==> config.mk <==
export PLATFORM = sky130hd
export DESIGN_NAME = serial_loaded_bank_mapper_unit
export DESIGN_NICKNAME = d
export VERILOG_FILES = /design/src/rtl/slbm_pkg.sv /design/src/rtl/slbm_regs.sv /design/src/rtl/slbm_bank.sv /design/src/rtl/slbm_core.sv /design/src/rtl/serial_loaded_bank_mapper_unit.sv
export SDC_FILE = /design/constraint.sdc
export NUM_CORES = 1
export LEC_CHECK = 0
export ABC_AREA = 1
export BUFFER_PORTS_ARGS = -buffer_cell sky130_fd_sc_hd__clkbuf_2
export CORE_ASPECT_RATIO = 1.25
export CORE_UTILIZATION = 45
export DETAILED_ROUTE_END_ITERATION = 10
export MAX_ROUTING_LAYER = met4
export PLACE_DENSITY = 0.85
export SYNTH_ARGS = -nofsm -noshare
export SYNTH_HDL_FRONTEND = slang
export SYNTH_SLANG_ARGS = --single-unit
==> constraint.sdc <==
create_clock -name clk -period 1.9 [get_ports clk]
set_input_delay 0.285 -clock clk [delete_from_list [all_inputs] [get_ports clk]]
set_output_delay 0.285 -clock clk [all_outputs]
set_load 0.02 [all_outputs]
==> src/rtl/slbm_pkg.sv <==
`default_nettype none
// ----------------------------------------------------------------------------
// slbm_pkg
// Shared types and constants of the serial-loaded bank mapper: configuration,
// mapper state, result transaction and register codes.
// ----------------------------------------------------------------------------
package slbm_pkg;

    // Field widths
    localparam int unsigned BANK_W  = 5;
    localparam int unsigned ADDR_W  = 16;
    localparam int unsigned DATA_W  = 8;
    localparam int unsigned TICK_W  = 2;
    localparam int unsigned PADDR_W = 4;
    localparam int unsigned PDATA_W = 32;

    // Constants of the serial load and bank derivation
    localparam logic [BANK_W-1:0] SHIFT_MARK    = 5'h10;
    localparam logic [BANK_W-1:0] PRG_MODE_BITS = 5'h0C;
    localparam logic [BANK_W-1:0] OUTER_MASK    = 5'h0F;
    localparam logic [TICK_W-1:0] MIN_GAP       = 2'd2;
    localparam int unsigned       RESET_BIT     = 7;

    // Configuration register indexes (paddr[3:2])
    typedef enum logic [1:0] {
        REG_PRG_MASK   = 2'd0,
        REG_CHR_MASK   = 2'd1,
        REG_OUTER_EN   = 2'd2,
        REG_WRAM_EN    = 2'd3
    } reg_idx_t;

    // Internal register chosen by CPU address bits 14:13
    typedef enum logic [1:0] {
        SEL_CONTROL = 2'd0,
        SEL_CHR_A   = 2'd1,
        SEL_CHR_B   = 2'd2,
        SEL_PRG     = 2'd3
    } load_sel_t;

    // Program bank modes (control bits 3:2)
    typedef enum logic [1:0] {
        PRG_32K_A   = 2'd0,
        PRG_32K_B   = 2'd1,
        PRG_FIX_LOW = 2'd2,
        PRG_FIX_HI  = 2'd3
    } prg_mode_t;

    typedef struct packed {
        logic [BANK_W-1:0] prg_bank_mask;
        logic [BANK_W-1:0] chr_bank_mask;
        logic              outer_prg_enable;
        logic              wram_bank_enable;
    } cfg_t;

    typedef struct packed {
        logic [BANK_W-1:0] serial_shift;
        logic [BANK_W-1:0] control;
        logic [BANK_W-1:0] chr_a;
        logic [BANK_W-1:0] chr_b;
        logic [BANK_W-1:0] prg;
        logic [TICK_W-1:0] ticks;
    } map_state_t;

    typedef struct packed {
        logic [1:0]        mirroring;
        logic [BANK_W-1:0] prg_bank_low;
        logic [BANK_W-1:0] prg_bank_high;
        logic [BANK_W-1:0] chr_bank_low;
        logic [BANK_W-1:0] chr_bank_high;
        logic [1:0]        wram_bank;
        logic              write_accepted;
    } result_t;

endpackage
`default_nettype wire

==> src/rtl/slbm_regs.sv <==
`default_nettype none
// ----------------------------------------------------------------------------
// slbm_regs
// APB configuration registers: bank masks and the outer / work RAM enables.
// ----------------------------------------------------------------------------
module slbm_regs
(
    input  wire logic                             clk,
    input  wire logic                             rst_n,
    input  wire logic                             psel,
    input  wire logic                             penable,
    input  wire logic                             pwrite,
    input  wire logic [slbm_pkg::PADDR_W-1:0]     paddr,
    input  wire logic [slbm_pkg::PDATA_W-1:0]     pwdata,
    output logic      [slbm_pkg::PDATA_W-1:0]     prdata,
    output logic                                  pready,
    output slbm_pkg::cfg_t                        cfg
);

    slbm_pkg::cfg_t      cfg_reg;
    slbm_pkg::reg_idx_t  idx;
    logic                wr_en;

    assign pready = 1'b1;
    assign idx    = slbm_pkg::reg_idx_t'(paddr[3:2]);
    assign wr_en  = psel && penable && pwrite;
    assign cfg    = cfg_reg;

    // Write the addressed register on the access cycle
    always_ff @(posedge clk or negedge rst_n)
    begin
        if (!rst_n)
        begin
            cfg_reg.prg_bank_mask    <= 5'd15;
            cfg_reg.chr_bank_mask    <= 5'd1;
            cfg_reg.outer_prg_enable <= 1'b0;
            cfg_reg.wram_bank_enable <= 1'b1;
        end
        else if (wr_en)
        begin
            unique case (idx)
                slbm_pkg::REG_PRG_MASK:
                    cfg_reg.prg_bank_mask <= pwdata[slbm_pkg::BANK_W-1:0];
                slbm_pkg::REG_CHR_MASK:
                    cfg_reg.chr_bank_mask <= pwdata[slbm_pkg::BANK_W-1:0];
                slbm_pkg::REG_OUTER_EN:
                    cfg_reg.outer_prg_enable <= pwdata[0];
                slbm_pkg::REG_WRAM_EN:
                    cfg_reg.wram_bank_enable <= pwdata[0];
                default:
                    cfg_reg <= cfg_reg;
            endcase
        end
    end

    // Read back the addressed register
    always_comb
    begin
        prdata = '0;
        unique case (idx)
            slbm_pkg::REG_PRG_MASK: prdata[slbm_pkg::BANK_W-1:0] = cfg_reg.prg_bank_mask;
            slbm_pkg::REG_CHR_MASK: prdata[slbm_pkg::BANK_W-1:0] = cfg_reg.chr_bank_mask;
            slbm_pkg::REG_OUTER_EN: prdata[0] = cfg_reg.outer_prg_enable;
            slbm_pkg::REG_WRAM_EN:  prdata[0] = cfg_reg.wram_bank_enable;
            default:                prdata = '0;
        endcase
    end

endmodule
`default_nettype wire

==> src/rtl/slbm_bank.sv <==
`default_nettype none
// ----------------------------------------------------------------------------
// slbm_bank
// Bank derivation: turns the mapper registers and configuration into the
// program, pattern and work RAM bank numbers of one result transaction.
// ----------------------------------------------------------------------------
module slbm_bank
(
    input  wire slbm_pkg::map_state_t  st,
    input  wire slbm_pkg::cfg_t        cfg,
    input  wire logic                  accepted,
    output slbm_pkg::result_t          res
);

    logic [slbm_pkg::BANK_W-1:0] mask;
    logic [slbm_pkg::BANK_W-1:0] outer;
    logic [slbm_pkg::BANK_W-1:0] sel;
    logic [slbm_pkg::BANK_W-1:0] plo;
    logic [slbm_pkg::BANK_W-1:0] phi;
    logic [slbm_pkg::BANK_W-2:0] chr_k;
    slbm_pkg::prg_mode_t         mode;

    // Program bank mask and 256K outer bank
    assign mask  = cfg.outer_prg_enable ? slbm_pkg::OUTER_MASK : cfg.prg_bank_mask;
    assign outer = (cfg.outer_prg_enable && st.chr_a[4]) ? slbm_pkg::SHIFT_MARK : '0;
    assign sel   = st.prg & mask;
    assign mode  = slbm_pkg::prg_mode_t'(st.control[3:2]);

    // Select program banks by mode
    always_comb
    begin
        unique case (mode)
            slbm_pkg::PRG_32K_A,
            slbm_pkg::PRG_32K_B:
            begin
                plo = outer + {sel[slbm_pkg::BANK_W-1:1], 1'b0};
                phi = plo + 5'd1;
            end
            slbm_pkg::PRG_FIX_LOW:
            begin
                plo = outer;
                phi = outer + sel;
            end
            slbm_pkg::PRG_FIX_HI:
            begin
                plo = outer + sel;
                phi = outer + mask;
            end
            default:
            begin
                plo = outer;
                phi = outer;
            end
        endcase
    end

    // 8K pattern bank pair index
    assign chr_k = st.chr_a[slbm_pkg::BANK_W-1:1]
                 & (cfg.chr_bank_mask[slbm_pkg::BANK_W-1:1] | 4'd1);

    // Assemble the result transaction
    always_comb
    begin
        res.mirroring     = st.control[1:0];
        res.prg_bank_low  = plo;
        res.prg_bank_high = phi;
        if (st.control[4])
        begin
            res.chr_bank_low  = st.chr_a & cfg.chr_bank_mask;
            res.chr_bank_high = st.chr_b & cfg.chr_bank_mask;
        end
        else
        begin
            res.chr_bank_low  = {chr_k, 1'b0};
            res.chr_bank_high = {chr_k, 1'b1};
        end
        res.wram_bank      = cfg.wram_bank_enable ? st.chr_a[3:2] : 2'd0;
        res.write_accepted = accepted;
    end

endmodule
`default_nettype wire

==> src/rtl/slbm_core.sv <==
`default_nettype none
// ----------------------------------------------------------------------------
// slbm_core
// Mapper state: serial shift register, control and bank registers and the
// write gap counter. Updates on each advancing transaction and reports the
// bank mapping after the update.
// ----------------------------------------------------------------------------
module slbm_core
(
    input  wire logic                         clk,
    input  wire logic                         rst_n,
    input  wire logic                         advance,
    input  wire logic                         cmd,
    input  wire logic [slbm_pkg::ADDR_W-1:0]  cpu_addr,
    input  wire logic [slbm_pkg::DATA_W-1:0]  wdata,
    input  wire slbm_pkg::cfg_t               cfg,
    output slbm_pkg::result_t                 res
);

    slbm_pkg::map_state_t        st_reg;
    slbm_pkg::map_state_t        st_next;
    logic                        accepted;
    logic [slbm_pkg::BANK_W-1:0] gathered;
    slbm_pkg::load_sel_t         load_sel;

    assign gathered = {wdata[0], st_reg.serial_shift[slbm_pkg::BANK_W-1:1]};
    assign load_sel = slbm_pkg::load_sel_t'(cpu_addr[14:13]);

    // Next mapper state for the current transaction
    always_comb
    begin
        st_next  = st_reg;
        accepted = 1'b0;
        if (!cmd)
        begin
            if (st_reg.ticks < slbm_pkg::MIN_GAP)
            begin
                st_next.ticks = st_reg.ticks + 2'd1;
            end
        end
        else if (cpu_addr[15])
        begin
            st_next.ticks = '0;
            if (st_reg.ticks >= slbm_pkg::MIN_GAP)
            begin
                accepted = 1'b1;
                if (wdata[slbm_pkg::RESET_BIT])
                begin
                    st_next.serial_shift = slbm_pkg::SHIFT_MARK;
                    st_next.control      = st_reg.control | slbm_pkg::PRG_MODE_BITS;
                end
                else if (st_reg.serial_shift[0])
                begin
                    st_next.serial_shift = slbm_pkg::SHIFT_MARK;
                    unique case (load_sel)
                        slbm_pkg::SEL_CONTROL: st_next.control = gathered;
                        slbm_pkg::SEL_CHR_A:   st_next.chr_a   = gathered;
                        slbm_pkg::SEL_CHR_B:   st_next.chr_b   = gathered;
                        slbm_pkg::SEL_PRG:     st_next.prg     = gathered;
                        default:               st_next.prg     = st_reg.prg;
                    endcase
                end
                else
                begin
                    st_next.serial_shift = gathered;
                end
            end
        end
    end

    // Hold state until the transaction advances
    always_ff @(posedge clk or negedge rst_n)
    begin
        if (!rst_n)
        begin
            st_reg.serial_shift <= slbm_pkg::SHIFT_MARK;
            st_reg.control      <= slbm_pkg::PRG_MODE_BITS;
            st_reg.chr_a        <= '0;
            st_reg.chr_b        <= '0;
            st_reg.prg          <= '0;
            st_reg.ticks        <= '0;
        end
        else if (advance)
        begin
            st_reg <= st_next;
        end
    end

    // Report the mapping after the update
    slbm_bank u_bank
    (
        .st       (st_next),
        .cfg      (cfg),
        .accepted (accepted),
        .res      (res)
    );

endmodule
`default_nettype wire

==> src/rtl/serial_loaded_bank_mapper_unit.sv <==
`default_nettype none
// ----------------------------------------------------------------------------
// serial_loaded_bank_mapper_unit
// Serial-loaded cartridge bank mapper: input register, mapper state update
// with bank derivation, and result register; APB configuration port.
// ----------------------------------------------------------------------------
// Timing: an accepted transaction passes through the input register and then the
//   result register, where out_valid rises; out_stall holds it in the input register.
// Throughput: one transaction per cycle while out_stall is low; the mapper state
//   update sits in a single stage between the input register and the result register.
// Reset: rst_n clears both valid flags, the mapper registers (shift register
//   to its marker bit, control to 0x0C) and the configuration defaults.
module serial_loaded_bank_mapper_unit
(
    input  wire logic                             clk,
    input  wire logic                             rst_n,
    // Input channel
    input  wire logic                             in_valid,
    output logic                                  in_stall,
    input  wire logic                             cmd,
    input  wire logic [slbm_pkg::ADDR_W-1:0]      cpu_addr,
    input  wire logic [slbm_pkg::DATA_W-1:0]      wdata,
    // Output channel
    output logic                                  out_valid,
    input  wire logic                             out_stall,
    output logic [1:0]                            mirroring,
    output logic [slbm_pkg::BANK_W-1:0]           prg_bank_low,
    output logic [slbm_pkg::BANK_W-1:0]           prg_bank_high,
    output logic [slbm_pkg::BANK_W-1:0]           chr_bank_low,
    output logic [slbm_pkg::BANK_W-1:0]           chr_bank_high,
    output logic [1:0]                            wram_bank,
    output logic                                  write_accepted,
    // Configuration port
    input  wire logic                             psel,
    input  wire logic                             penable,
    input  wire logic                             pwrite,
    input  wire logic [slbm_pkg::PADDR_W-1:0]     paddr,
    input  wire logic [slbm_pkg::PDATA_W-1:0]     pwdata,
    output logic      [slbm_pkg::PDATA_W-1:0]     prdata,
    output logic                                  pready
);

    slbm_pkg::cfg_t              cfg;
    slbm_pkg::result_t           res;
    slbm_pkg::result_t           out_reg;
    logic                        out_valid_reg;
    logic                        in_valid_reg;
    logic                        cmd_reg;
    logic [slbm_pkg::ADDR_W-1:0] addr_reg;
    logic [slbm_pkg::DATA_W-1:0] data_reg;
    logic                        out_free;
    logic                        advance;
    logic                        in_take;

    // Handshake control
    assign out_free = !out_valid_reg || !out_stall;
    assign advance  = in_valid_reg && out_free;
    assign in_stall = in_valid_reg && !out_free;
    assign in_take  = in_valid && !in_stall;

    // Input register
    always_ff @(posedge clk or negedge rst_n)
    begin
        if (!rst_n)
        begin
            in_valid_reg <= 1'b0;
        end
        else if (in_take)
        begin
            in_valid_reg <= 1'b1;
        end
        else if (advance)
        begin
            in_valid_reg <= 1'b0;
        end
    end

    always_ff @(posedge clk)
    begin
        if (in_take)
        begin
            cmd_reg  <= cmd;
            addr_reg <= cpu_addr;
            data_reg <= wdata;
        end
    end

    slbm_regs u_regs
    (
        .clk     (clk),
        .rst_n   (rst_n),
        .psel    (psel),
        .penable (penable),
        .pwrite  (pwrite),
        .paddr   (paddr),
        .pwdata  (pwdata),
        .prdata  (prdata),
        .pready  (pready),
        .cfg     (cfg)
    );

    slbm_core u_core
    (
        .clk      (clk),
        .rst_n    (rst_n),
        .advance  (advance),
        .cmd      (cmd_reg),
        .cpu_addr (addr_reg),
        .wdata    (data_reg),
        .cfg      (cfg),
        .res      (res)
    );

    // Result register
    always_ff @(posedge clk or negedge rst_n)
    begin
        if (!rst_n)
        begin
            out_valid_reg <= 1'b0;
        end
        else if (advance)
        begin
            out_valid_reg <= 1'b1;
        end
        else if (!out_stall)
        begin
            out_valid_reg <= 1'b0;
        end
    end

    always_ff @(posedge clk)
    begin
        if (advance)
        begin
            out_reg <= res;
        end
    end

    assign out_valid      = out_valid_reg;
    assign mirroring      = out_reg.mirroring;
    assign prg_bank_low   = out_reg.prg_bank_low;
    assign prg_bank_high  = out_reg.prg_bank_high;
    assign chr_bank_low   = out_reg.chr_bank_low;
    assign chr_bank_high  = out_reg.chr_bank_high;
    assign wram_bank      = out_reg.wram_bank;
    assign write_accepted = out_reg.write_accepted;

endmodule
`default_nettype wire

Word level (Yosys, flattened, before mapping)
Index checks and enable logic that the tools add are counted.

word-level totals
  register bits = 91
  word-level logic and storage cells = 95
  output and inout bits = 60
  input bits = 68

cells by class
  reductions and logical operators = 24
  multiplexer cells = 25
  equal/unequal tests = 11
  magnitude comparators = 2
  bitwise gates (word level) = 4
  $add $sub $neg = 5

operators by type and width
  operator               number
  $mux W20               3
  $mux W5                7
  $pmux W5 S3            2
  $mux W22               1
  $mux W10               2
  $add A5 B5 Y5          3
  $and A5 B5 Y5          3
  $mux W15               1
  $eq A2 B2 Y1 const B   6
  $reduce_and A2 Y1      5
  $pmux W4 S2            1
  $eq A2 B1 Y1 const B   3
  $logic_and A1 B1 Y1    6
  $logic_not A2 Y1       3
  $add A5 B1 Y5 const B  1
  $mux W1                5
  $and A4 B4 Y4          1
  $logic_not A1 Y1       4
  $mux W2                2
  $ne A2 B1 Y1 const B   2
  $pmux W1 S4            1
  $reduce_and A4 Y1      1
  $reduce_bool A2 Y1     2
  $reduce_and A3 Y1      1
  5 further kinds        5

Longest topological paths before layout
Gate-level depths: netlist of run 1.

  depth in word-level cells = 12
  gate-level depth with buffers = 12
  depth with buffers taken out = 12

Cells and area by module
From an unflattened synthesis of run 1, not the netlist that was laid out.

second synthesis, totals
  cell total of the unflattened synthesis = 486
  area, all modules = 4,436.8 um2

modules (own cells, without submodules)
  module                          seq. area each (um2)  cells each  times used  area each (um2)
  slbm_core                       679.4                 245         1           1,726.7
  serial_loaded_bank_mapper_unit  1,551.5               62          1           1,596.5
  slbm_regs                       307.8                 119         1           848.3
  slbm_bank                       0.0                   60          1           265.3

Worst setup path before layout of run 1
OpenSTA, ideal clock, no wires.

  kind = flip-flop to flip-flop
  from = reg out_valid_reg (netlist: out_valid)
  to = reg out_reg (netlist bit chr_bank_high[0]), enable pin
  data required time = 1.501 ns
  setup time = 0.399 ns
  setup slack = -0.127 ns
  path buffers = 1
  period minus slack after synthesis = 2.027 ns
  arrival time = 1.628 ns
  cell stages (with the launch flop) = 5
  cell sequence = dfrtp_1 -> nand2_1 -> nand2_1 -> clkinv_1 -> clkbuf_1

on the way
  longest elaborated chain between the ends = 3

RTL lines
  what                    RTL line                               source
  from (decl)             serial_loaded_bank_mapper_unit.sv:46   logic out_valid_reg;
  from (signal assigned)  serial_loaded_bank_mapper_unit.sv:119  out_valid_reg <= 1'b0;
  from (signal assigned)  serial_loaded_bank_mapper_unit.sv:123  out_valid_reg <= 1'b1;
  from (signal assigned)  serial_loaded_bank_mapper_unit.sv:127  out_valid_reg <= 1'b0;
  $logic_not A1 Y1        serial_loaded_bank_mapper_unit.sv:56   assign out_free = !out_valid_reg || !out_stall;
  $logic_or A1 B1 Y1      serial_loaded_bank_mapper_unit.sv:56
  $logic_and A1 B1 Y1     serial_loaded_bank_mapper_unit.sv:57   assign advance = in_valid_reg && out_free;
  named net advance       serial_loaded_bank_mapper_unit.sv:52   logic advance;
  to (signal assigned)    serial_loaded_bank_mapper_unit.sv:135  out_reg <= res;
  to (decl)               serial_loaded_bank_mapper_unit.sv:45   slbm_pkg::result_t out_reg;

The timed path passes the listed nets, and every way through them passes these cells.
A chain may end at the register's enable or synchronous reset.

==> results of run 1 <==
-- routing by layer --
| layer | vias to the layer above | part of all wire | GRT usage |
|---|---|---|---|
| met2 | 103 | 0.53 | 0.324 |
| met4 | 0 | 0.034 | 0.0999 |
| met1 | 1310 | 0.38 | 0.215 |
| met5 | - | 0 | - |
| met3 | 16 | 0.058 | 0.0450 |
| li1 | 1365 | - | - |
-- Yosys cell counts, types with 5 or more instances --
library cell,n
a21oi_1,5
nand3_1,28
dfstp_2,9
dfrtp_1,32
nand2_2,8
nor2_1,17
nor2_2,6
inv_1,52
edfxtp_1,31
o21ai_1,11
a31oi_1,5
o21ai_0,28
buf_4,29
nand2_1,100
-- cells by family (layout without fill, tap and decap cells) --
| group | Yosys count | count (layout) | synth area share |
|---|---|---|---|
| fa+ha+maj | 1 | 1 | 0.00350 |
| flops | 72 | 72 | 0.550 |
| buf+inv | 91 | 129 | 0.131 |
| other cells | 2 | 28 | 0.00210 |
| simple gates | 174 | 174 | 0.223 |
| compound gates | 59 | 59 | 0.0906 |
-- critical path, cell delays in order (launching register included) --
cell and delay [ns]:
dfrtp_1 0.37, inv_1 0.10, ha_1 0.20, nor2_2 0.06, nor2_2 0.16, buf_6 0.17, nand2_4 0.09, o21ai_2 0.18
inv_1 0.07, nand2_1 0.07, nand2_1 0.07
-- stage by stage --
stage	total power, mW	utilization
after detailed placement	3.60	0.497
final	4.79	0.526
after CTS	4.77	0.521
after global placement	3.52	0.497
after floorplan	3.25	-
after global routing	5.10	0.526
-- cell type report --
class,instances,area (µm²)
repair buffers,57,317
flip-flops and latches,72,1970
multi-input cells,262,1280
clock inverters,6,60.1
inverters,56,210
well taps,95,119
fillers,678,3670
clock buffers,10,128
-- cells in the final DEF (no fill, tap or decap), types with 2 or more instances in the layout --
cell type    n
nand2_1     98
inv_1       52
clkbuf_2    51
dfrtp_1     32
edfxtp_1    31
o21ai_0     28
conb_1      28
nand3_1     27
nor2_1      17
nand2_2     10
o21ai_1      9
clkbuf_8     9
dfstp_2      9
nor2_4       5
nor2_2       5
a21oi_1      5
a31oi_1      5
o22ai_1      4
o211ai_1     4
nand4_1      4
buf_4        4
inv_2        3
clkinv_2     3
nand3_4      2
nand2_4      2
o21ai_2      2
nor3_1       2
clkinvlp_4   2
-- where the power goes --
group / switching, mW / internal (mW)
Clock: 0.563 / 0.599
Sequential: 0.250 / 2.04
Combinational: 0.908 / 0.427
-- path summary, 6_finish.rpt --
| check | start | endpoint | slack [ns] | cells after the start |
|---|---|---|---|---|
| setup / recovery | u_core.st_reg[0]$_DFFE_PN0P_ | chr_bank_high[1]$_DFFE_PP_ | 0.11 | 10 |
| hold / removal | rst_n | u_regs.cfg[1]$_DFFE_PN0P_ | -0.02 | 2 |
| setup reg to reg | u_core.st_reg[0]$_DFFE_PN0P_ | chr_bank_high[1]$_DFFE_PP_ | 0.11 | 10 |
| hold reg to reg | u_core.st_reg[20]$_DFFE_PN1P_ | u_core.st_reg[20]$_DFFE_PN1P_ | 0.48 | 2 |
| max in group asynchronous | rst_n | u_core.st_reg[19]$_DFFE_PN1P_ | 1.53 | 2 |
| min in group clk | cpu_addr[15] | addr_reg[15]$_DFFE_PP_ | 0.11 | 1 |
==> results.cfg, run 1 <==
[timing]
worst_pin_slew_ns = 0.525
slew_headroom = 0.650
setup-violations-final = 0
fin_setup_tns_ns = 0
worst_hold_slack_ns = -0.0216
rsz0062_at_grt = false
post-route-min-period_ns = 1.79
fin_crit_sh = 0.942
fin_ws_ns = 0.110
hold_viol_final = 4
final_max_slew_viol_count = 0
worst_clock_skew_ns = 0.0141
clock.fmax_mhz = 559

[clock_network]
htreeDepth = 3
clk_pin_slew_ns = 0.08
post-cts-setup-buffer-count = 0
clock-sinks = 72
numCtsBuffers = 9
ctsHoldBuffers = 0
clock_tree.root_cell = clkbuf_8
cts_tree = yes
cts-resized-gates = 0
clkLatencyLatePin_ns = 0.36
clock_path_buffers = 2

[die]
die_h_um = 102
fp.dieArea_um2 = 8310
initial_utilization = 0.462
io-pin-count = 128
die_w_um = 81.7
core_region_area_um2 = 7750
num_rows = 36

[finish]
area_growth_pct = 14.0
diodes = 0
final_area_um2 = 4080
fin_nets = 527
largest_reg_flops = 23
drive_above_1_share = 0.240
final_cells = 558

[power]
vdd_drop_max_uv = 510
p_per_area_nw_per_um2 = 1170
p_leak_nw = 1.97

[run_status]
failed_checks = negative hold slack
outcome = complete, but fails checks

[routing]
vias = 2794
wl_um = 7060
dr.pass1.iters = 4
drc = 0
avgRoutedWirePerCell_um = 12.7
drt_iter0_markers = 297
vias_per_cell = 5.01
drtAntennaViolNets = 0

[worst_setup_path]
criticalPathCategory = reg -> reg
start_kind = flip-flop
end_kind = flip-flop
cp.required_ns = 2.00
crit_path_max_fanout = 10
arrival_ns = 1.89

[placed_design]
gp_congestion = 0.926
dp_hpwl_um = 5210
io_buffers = 51
dpl_cell_area_um2 = 3850
dpl_worst_slack_ns = 0.0971
placed_cells = 542

[synth]
seq_area_frac_synth = 0.550
synth_edf_count = 31
ys_async_sr_fraction = 0.569
synth.top_cell.area_share = 0.260
syn-instance-count = 399
yosysWarnings = 0
ys_seq_elements = 72
syn-cell-area_um2 = 3580
synthTopCellsByArea = edfxtp_1 26%, dfrtp_1 22%, nand2_1 10%
avgSynthCellArea_um2 = 8.96
synth-main-ff-cell = dfrtp_1
synth.distinct_cells = 31
synth_largest_area_cell = edfxtp_1

[job]
max-cap-violations = 0

[grt]
first_global_vias = 2575
antenna_found_initial = 0
track_usage = 0.195
grt_overflow = 0
grt_pass1_wl_um = 11600
grt_max_degree = 42

[worst_hold_path]
worst_hold_path_type = in -> async
(Power assumes the default switching activity.)
==> run 2, diff against run 1 <==
--- a/config.mk
+++ b/config.mk
@@ -7,11 +7,13 @@
 export LEC_CHECK = 0
 export ABC_AREA = 1
 export BUFFER_PORTS_ARGS = -buffer_cell sky130_fd_sc_hd__clkbuf_2
+export CELL_PAD_IN_SITES_DETAIL_PLACEMENT = 1
+export CELL_PAD_IN_SITES_GLOBAL_PLACEMENT = 2
 export CORE_ASPECT_RATIO = 1.25
-export CORE_UTILIZATION = 45
+export CORE_UTILIZATION = 26
 export DETAILED_ROUTE_END_ITERATION = 10
 export MAX_ROUTING_LAYER = met4
-export PLACE_DENSITY = 0.85
+export PLACE_DENSITY = 0.86
 export SYNTH_ARGS = -nofsm -noshare
 export SYNTH_HDL_FRONTEND = slang
 export SYNTH_SLANG_ARGS = --single-unit
==> run 2 against run 1 <==
Effect of this change:
- the flow now finishes without violations
- clock power grew 47%
- global-route usage shrank 5.8 points
- final cell count grew 15%
==> results.cfg, run 2 (synthesized netlist as in run 1, its figures left out) <==
[finish]
final_area_um2 = 4330
final_cells = 640
final_core_util = 0.324
fin_nets = 533
final_cell_mix = 98 x nand2_1, 52 x inv_1, 51 x clkbuf_2
drive_above_1_share = 0.249
diodes = 0
mostFrequentLayoutCell = nand2_1
largest_reg_flops = 23
area_growth_pct = 21.0

[timing]
post-route-min-period_ns = 1.75
clock.fmax_mhz = 572
worst_hold_slack_ns = 0.120
fin_crit_sh = 0.920
fin_ws_ns = 0.152
hold_viol_final = 0
worst_pin_slew_ns = 0.562
slew_headroom = 0.625
worst_clock_skew_ns = 0.00969
final_max_slew_viol_count = 0
rsz0062_at_grt = true
setup-violations-final = 0
fin_setup_tns_ns = 0

[worst_setup_path]
ff2ff_setup_slack_ns = 0.15
criticalPathCategory = reg -> reg
cp.required_ns = 1.99
slowest_stage = dfrtp_1
max_stage_delay_ns = 0.36
crit_path_max_fanout = 6
reg2reg_from = u_core.st_reg[0]$_DFFE_PN0P_
crit_top_cell = nand2_1
arrival_ns = 1.84
reg2regPathDepth = 10
end_kind = flip-flop
reg2reg_to = chr_bank_high[3]$_DFFE_PP_
start_kind = flip-flop
crit_chain = inv_1, ha_2, nor2_4, nor2_4, buf_4, nand3_4, nand2_1, nand2_1, nand3_1, nand2_1

[worst_hold_path]
worstHoldStart = wdata[7]
worst_hold_path.endpoint = data_reg[7]$_DFFE_PP_
min_delay_path_depth = 1
worst_hold_path_type = in -> reg

[routing]
vias_per_cell = 4.36
wl_um = 8630
drtAntennaViolNets = 0
drc = 0
vias = 2789
avgRoutedWirePerCell_um = 13.5
drt_iter0_markers = 77
dr.pass1.iters = 4

[clock_network]
clk_pin_slew_ns = 0.06
clock_tree.root_cell = clkbuf_16
clock_path_buffers = 2
htreeDepth = 3
numCtsBuffers = 9
clock-sinks = 72
cts_tree = yes
clkLatencyLatePin_ns = 0.34

[power]
power_mw = 5.38
p_per_area_nw_per_um2 = 1240
vdd_drop_max_uv = 362
p_leak_nw = 2.05

[grt]
first_global_vias = 2871
grt_pass1_wl_um = 14400
antenna_found_initial = 0
grt_overflow = 0
track_usage = 0.137
grt_max_degree = 23

[placed_design]
placed_cells = 622
io_buffers = 51
dpl_cell_area_um2 = 3960
dpl_worst_slack_ns = -0.0380
dp_hpwl_um = 6540
gp_congestion = 0.805

[die]
fp.dieArea_um2 = 14200
initial_utilization = 0.268
io-pin-count = 128
core_region_area_um2 = 13300
die_w_um = 107
die_h_um = 133
num_rows = 47

[run_status]
outcome = completed

[job]
max-cap-violations = 0
## run 2: worst max-delay path by stage
stage,from,end,slack (ns)
global placement,u_core.st_reg[0]$_DFFE_PN0P_,prg_bank_high[0]$_DFFE_PP_,-0.01
finish,u_core.st_reg[0]$_DFFE_PN0P_,chr_bank_high[3]$_DFFE_PP_,0.15
detailed placement,u_core.st_reg[0]$_DFFE_PN0P_,prg_bank_high[0]$_DFFE_PP_,-0.04
global route,u_core.st_reg[0]$_DFFE_PN0P_,prg_bank_high[3]$_DFFE_PP_,-0.007
floorplan,u_core.st_reg[1]$_DFFE_PN0P_,chr_bank_high[1]$_DFFE_PP_,0.28
CTS,u_core.st_reg[1]$_DFFE_PN0P_,prg_bank_high[3]$_DFFE_PP_,0.03
## run 2: layer usage
metal  track usage  routed length, µm
met5             -                  0
met4        0.0609                173
met3        0.0338                309
met2         0.242               4670
met1         0.142               3470
## run 2: worst max-delay path, delay by kind of cell (launching register included)
kind          cells  cell delay [ns]
fa+ha+maj         1             0.21
flops             1             0.36
buf+inv           2             0.25
simple gates      7             0.67
## run 2: area by class of cell
cell class / instances / area, µm²
Multi-Input combinational cell: 262 / 1280
Clock inverter: 7 / 80.1
Clock buffer: 9 / 225
Fill cell: 1579 / 9020
Sequential cell: 72 / 1970
Timing Repair Buffer: 63 / 348
Inverter: 56 / 210
Tap cell: 171 / 214
## run 2: power by group
group	leakage, nW	switching, mW	total [mW]	internal [mW]
logic	1.10	0.939	1.37	0.436
clock network	0.143	0.682	1.71	1.03
registers	0.800	0.249	2.30	2.05
total	2.05	1.87	5.38	3.51
## run 2: timing repair
action,4_1_cts,5_1_grt
endpoints found under the setup margin,3,15
pin swaps,0,1
endpoints found under the hold margin,16,0
resized for setup,2,9
buffers inserted,0,1
hold buffers,1,0
==> run 3, diff against run 2 <==
--- a/config.mk
+++ b/config.mk
@@ -6,14 +6,14 @@
 export NUM_CORES = 1
 export LEC_CHECK = 0
 export ABC_AREA = 1
-export BUFFER_PORTS_ARGS = -buffer_cell sky130_fd_sc_hd__clkbuf_2
 export CELL_PAD_IN_SITES_DETAIL_PLACEMENT = 1
 export CELL_PAD_IN_SITES_GLOBAL_PLACEMENT = 2
 export CORE_ASPECT_RATIO = 1.25
-export CORE_UTILIZATION = 26
+export CORE_UTILIZATION = 39
 export DETAILED_ROUTE_END_ITERATION = 10
+export DONT_BUFFER_PORTS = 1
 export MAX_ROUTING_LAYER = met4
-export PLACE_DENSITY = 0.86
+export PLACE_DENSITY = 0.93
 export SYNTH_ARGS = -nofsm -noshare
 export SYNTH_HDL_FRONTEND = slang
 export SYNTH_SLANG_ARGS = --single-unit
==> constraint.sdc (replaced) <==
create_clock -name clk -period 2.1 [get_ports clk]
set_input_delay 0.315 -clock clk [delete_from_list [all_inputs] [get_ports clk]]
set_output_delay 0.315 -clock clk [all_outputs]
set_load 0.02 [all_outputs]
==> run 3 against run 2 <==
Effect of this change:
- via count decreased by 6.0%
- clock-buffer cell count up 1
- design area down 9.4%
- die area decreased by 33%
- total power is 12% lower
- largest cell class unchanged
- largest power group unchanged
- critical path type unchanged
- flip-flop and latch count stayed put
==> results.cfg, run 3 (synthesized netlist as in run 1, its figures left out) <==
[worst_setup_path]
end_kind = flip-flop
criticalPathCategory = reg -> reg
crit_path_max_fanout = 10
start_kind = flip-flop
cp.required_ns = 2.24
arrival_ns = 2.05

[grt]
met1_usage = 0.219
track_usage = 0.196
grt_overflow = 0
antenna_found_initial = 0
busiest_layer = met2
grtUsageMet2 = 0.342
first_global_vias = 2660
use_met3 = 0.0280
grt_pass1_wl_um = 13300
grt_max_degree = 42

[power]
p_leak_nw = 1.80
power_mw = 4.74
vdd_drop_max_uv = 367
p_per_area_nw_per_um2 = 1210

[clock_network]
post-cts-setup-buffer-count = 0
clock_tree.root_cell = clkbuf_8
numCtsBuffers = 9
clkLatencyLatePin_ns = 0.36
clk_pin_slew_ns = 0.07
clock-sinks = 72
cts_tree = yes
clock_path_buffers = 2
htreeDepth = 3

[routing]
avgRoutedWirePerCell_um = 15.6
dr.pass1.iters = 4
vias = 2623
drtAntennaViolNets = 0
drt_iter0_markers = 131
wl_um = 8340
drc = 0
vias_per_cell = 4.92

[timing]
final_max_slew_viol_count = 0
fin_crit_sh = 0.907
fin_ws_ns = 0.196
hold_viol_final = 0
setup-violations-final = 0
post-route-min-period_ns = 1.90
worst_pin_slew_ns = 0.586
slew_headroom = 0.615
worst_clock_skew_ns = 0.0109
clock.fmax_mhz = 525
rsz0062_at_grt = false
fin_setup_tns_ns = 0

[placed_design]
dpl_worst_slack_ns = 0.162
dpl_cell_area_um2 = 3600
gp_congestion = 0.790
io_buffers = 0
dp_hpwl_um = 6090

[finish]
mostFrequentLayoutCell = nand2_1
final_area_um2 = 3920
diodes = 0
area_growth_pct = 9.62
drive_above_1_share = 0.136
largest_reg_flops = 23
fin_nets = 477
final_cell_mix = 99 x nand2_1, 52 x inv_1, 32 x dfrtp_1
final_core_util = 0.446

[worst_hold_path]
worst_hold_path_type = in -> reg

[job]
max-cap-violations = 0

[die]
die_h_um = 109
io-pin-count = 128
core_region_area_um2 = 8800
die_w_um = 87.6
num_rows = 38
fp.dieArea_um2 = 9560
initial_utilization = 0.407

[run_status]
outcome = completed
==> run 3: changes by cell type in the layout (fill, tap and decap cells not counted), sizes merged <==
cell	previous run	this run
buf	11	6
clkbuf	60	10
clkinv	3	2
inv	57	55
bufinv	1	5
clkinvlp	2	0
==> run 3: report_power, final <==
part           total (mW)  switching [mW]  internal (mW)
Clock                1.55           0.526           1.03
Sequential           2.17           0.318           1.86
Combinational        1.01           0.720          0.292
Total                4.74            1.56           3.18
==> run 3: worst paths after layout <==
check / from / to / slack (ns) / cells after the start
max: u_core.st_reg[0]$_DFFE_PN0P_ / chr_bank_high[0]$_SDFFCE_PP1P_ / 0.20 / 9
min: cpu_addr[13] / addr_reg[13]$_DFFE_PP_ / 0.05 / 0
max reg2reg: u_core.st_reg[0]$_DFFE_PN0P_ / chr_bank_high[0]$_SDFFCE_PP1P_ / 0.20 / 9
min reg2reg: u_core.st_reg[20]$_DFFE_PN1P_ / u_core.st_reg[20]$_DFFE_PN1P_ / 0.48 / 2
max in group asynchronous: rst_n / u_regs.cfg[7]$_DFFE_PN1P_ / 1.38 / 2
min in group asynchronous: rst_n / u_regs.cfg[11]$_DFFE_PN0P_ / 0.46 / 2
==> run 3: area by class of cell <==
type,count,area [µm²]
inverter,56,210
tap,120,150
multi-input combinational,262,1240
timing repair buffer,7,67.6
clock inverter,6,155
sequential,72,1970
fill,1025,4880
clock buffer,10,128
==> run 3: timing repair <==
item / in CTS / in global routing
hold buffers: 2 / 0
setup endpoints to repair: 0 / 1
resized for setup: 0 / 1
endpoints found under the hold margin: 41 / 0
==> run 3: layer usage <==
| layer | up-vias | wire length (µm) |
|---|---|---|
| li1 | 1259 | - |
| met4 | 0 | 151 |
| met5 | - | 0 |
| met2 | 73 | 4640 |
| met3 | 10 | 312 |
| met1 | 1281 | 3240 |
==> run 3: worst max-delay path: stages, from the launching register on <==
cell     delay, ns
dfrtp_1       0.37
inv_1         0.10
ha_1          0.20
nor2_2        0.08
nor2_2        0.15
buf_4         0.20
nand3_2       0.14
nand2_1       0.09
o21ai_1       0.07
o21ai_0       0.30
==> run 3: through the flow <==
stage	std cells	hold WS [ns]
2_1_floorplan	425	0.0194
6_report	533	0.0527
3_5_place_dp	515	0.0201
4_1_cts	533	0.0384
3_3_place_gp	515	0.0201
5_1_grt	533	0.0464
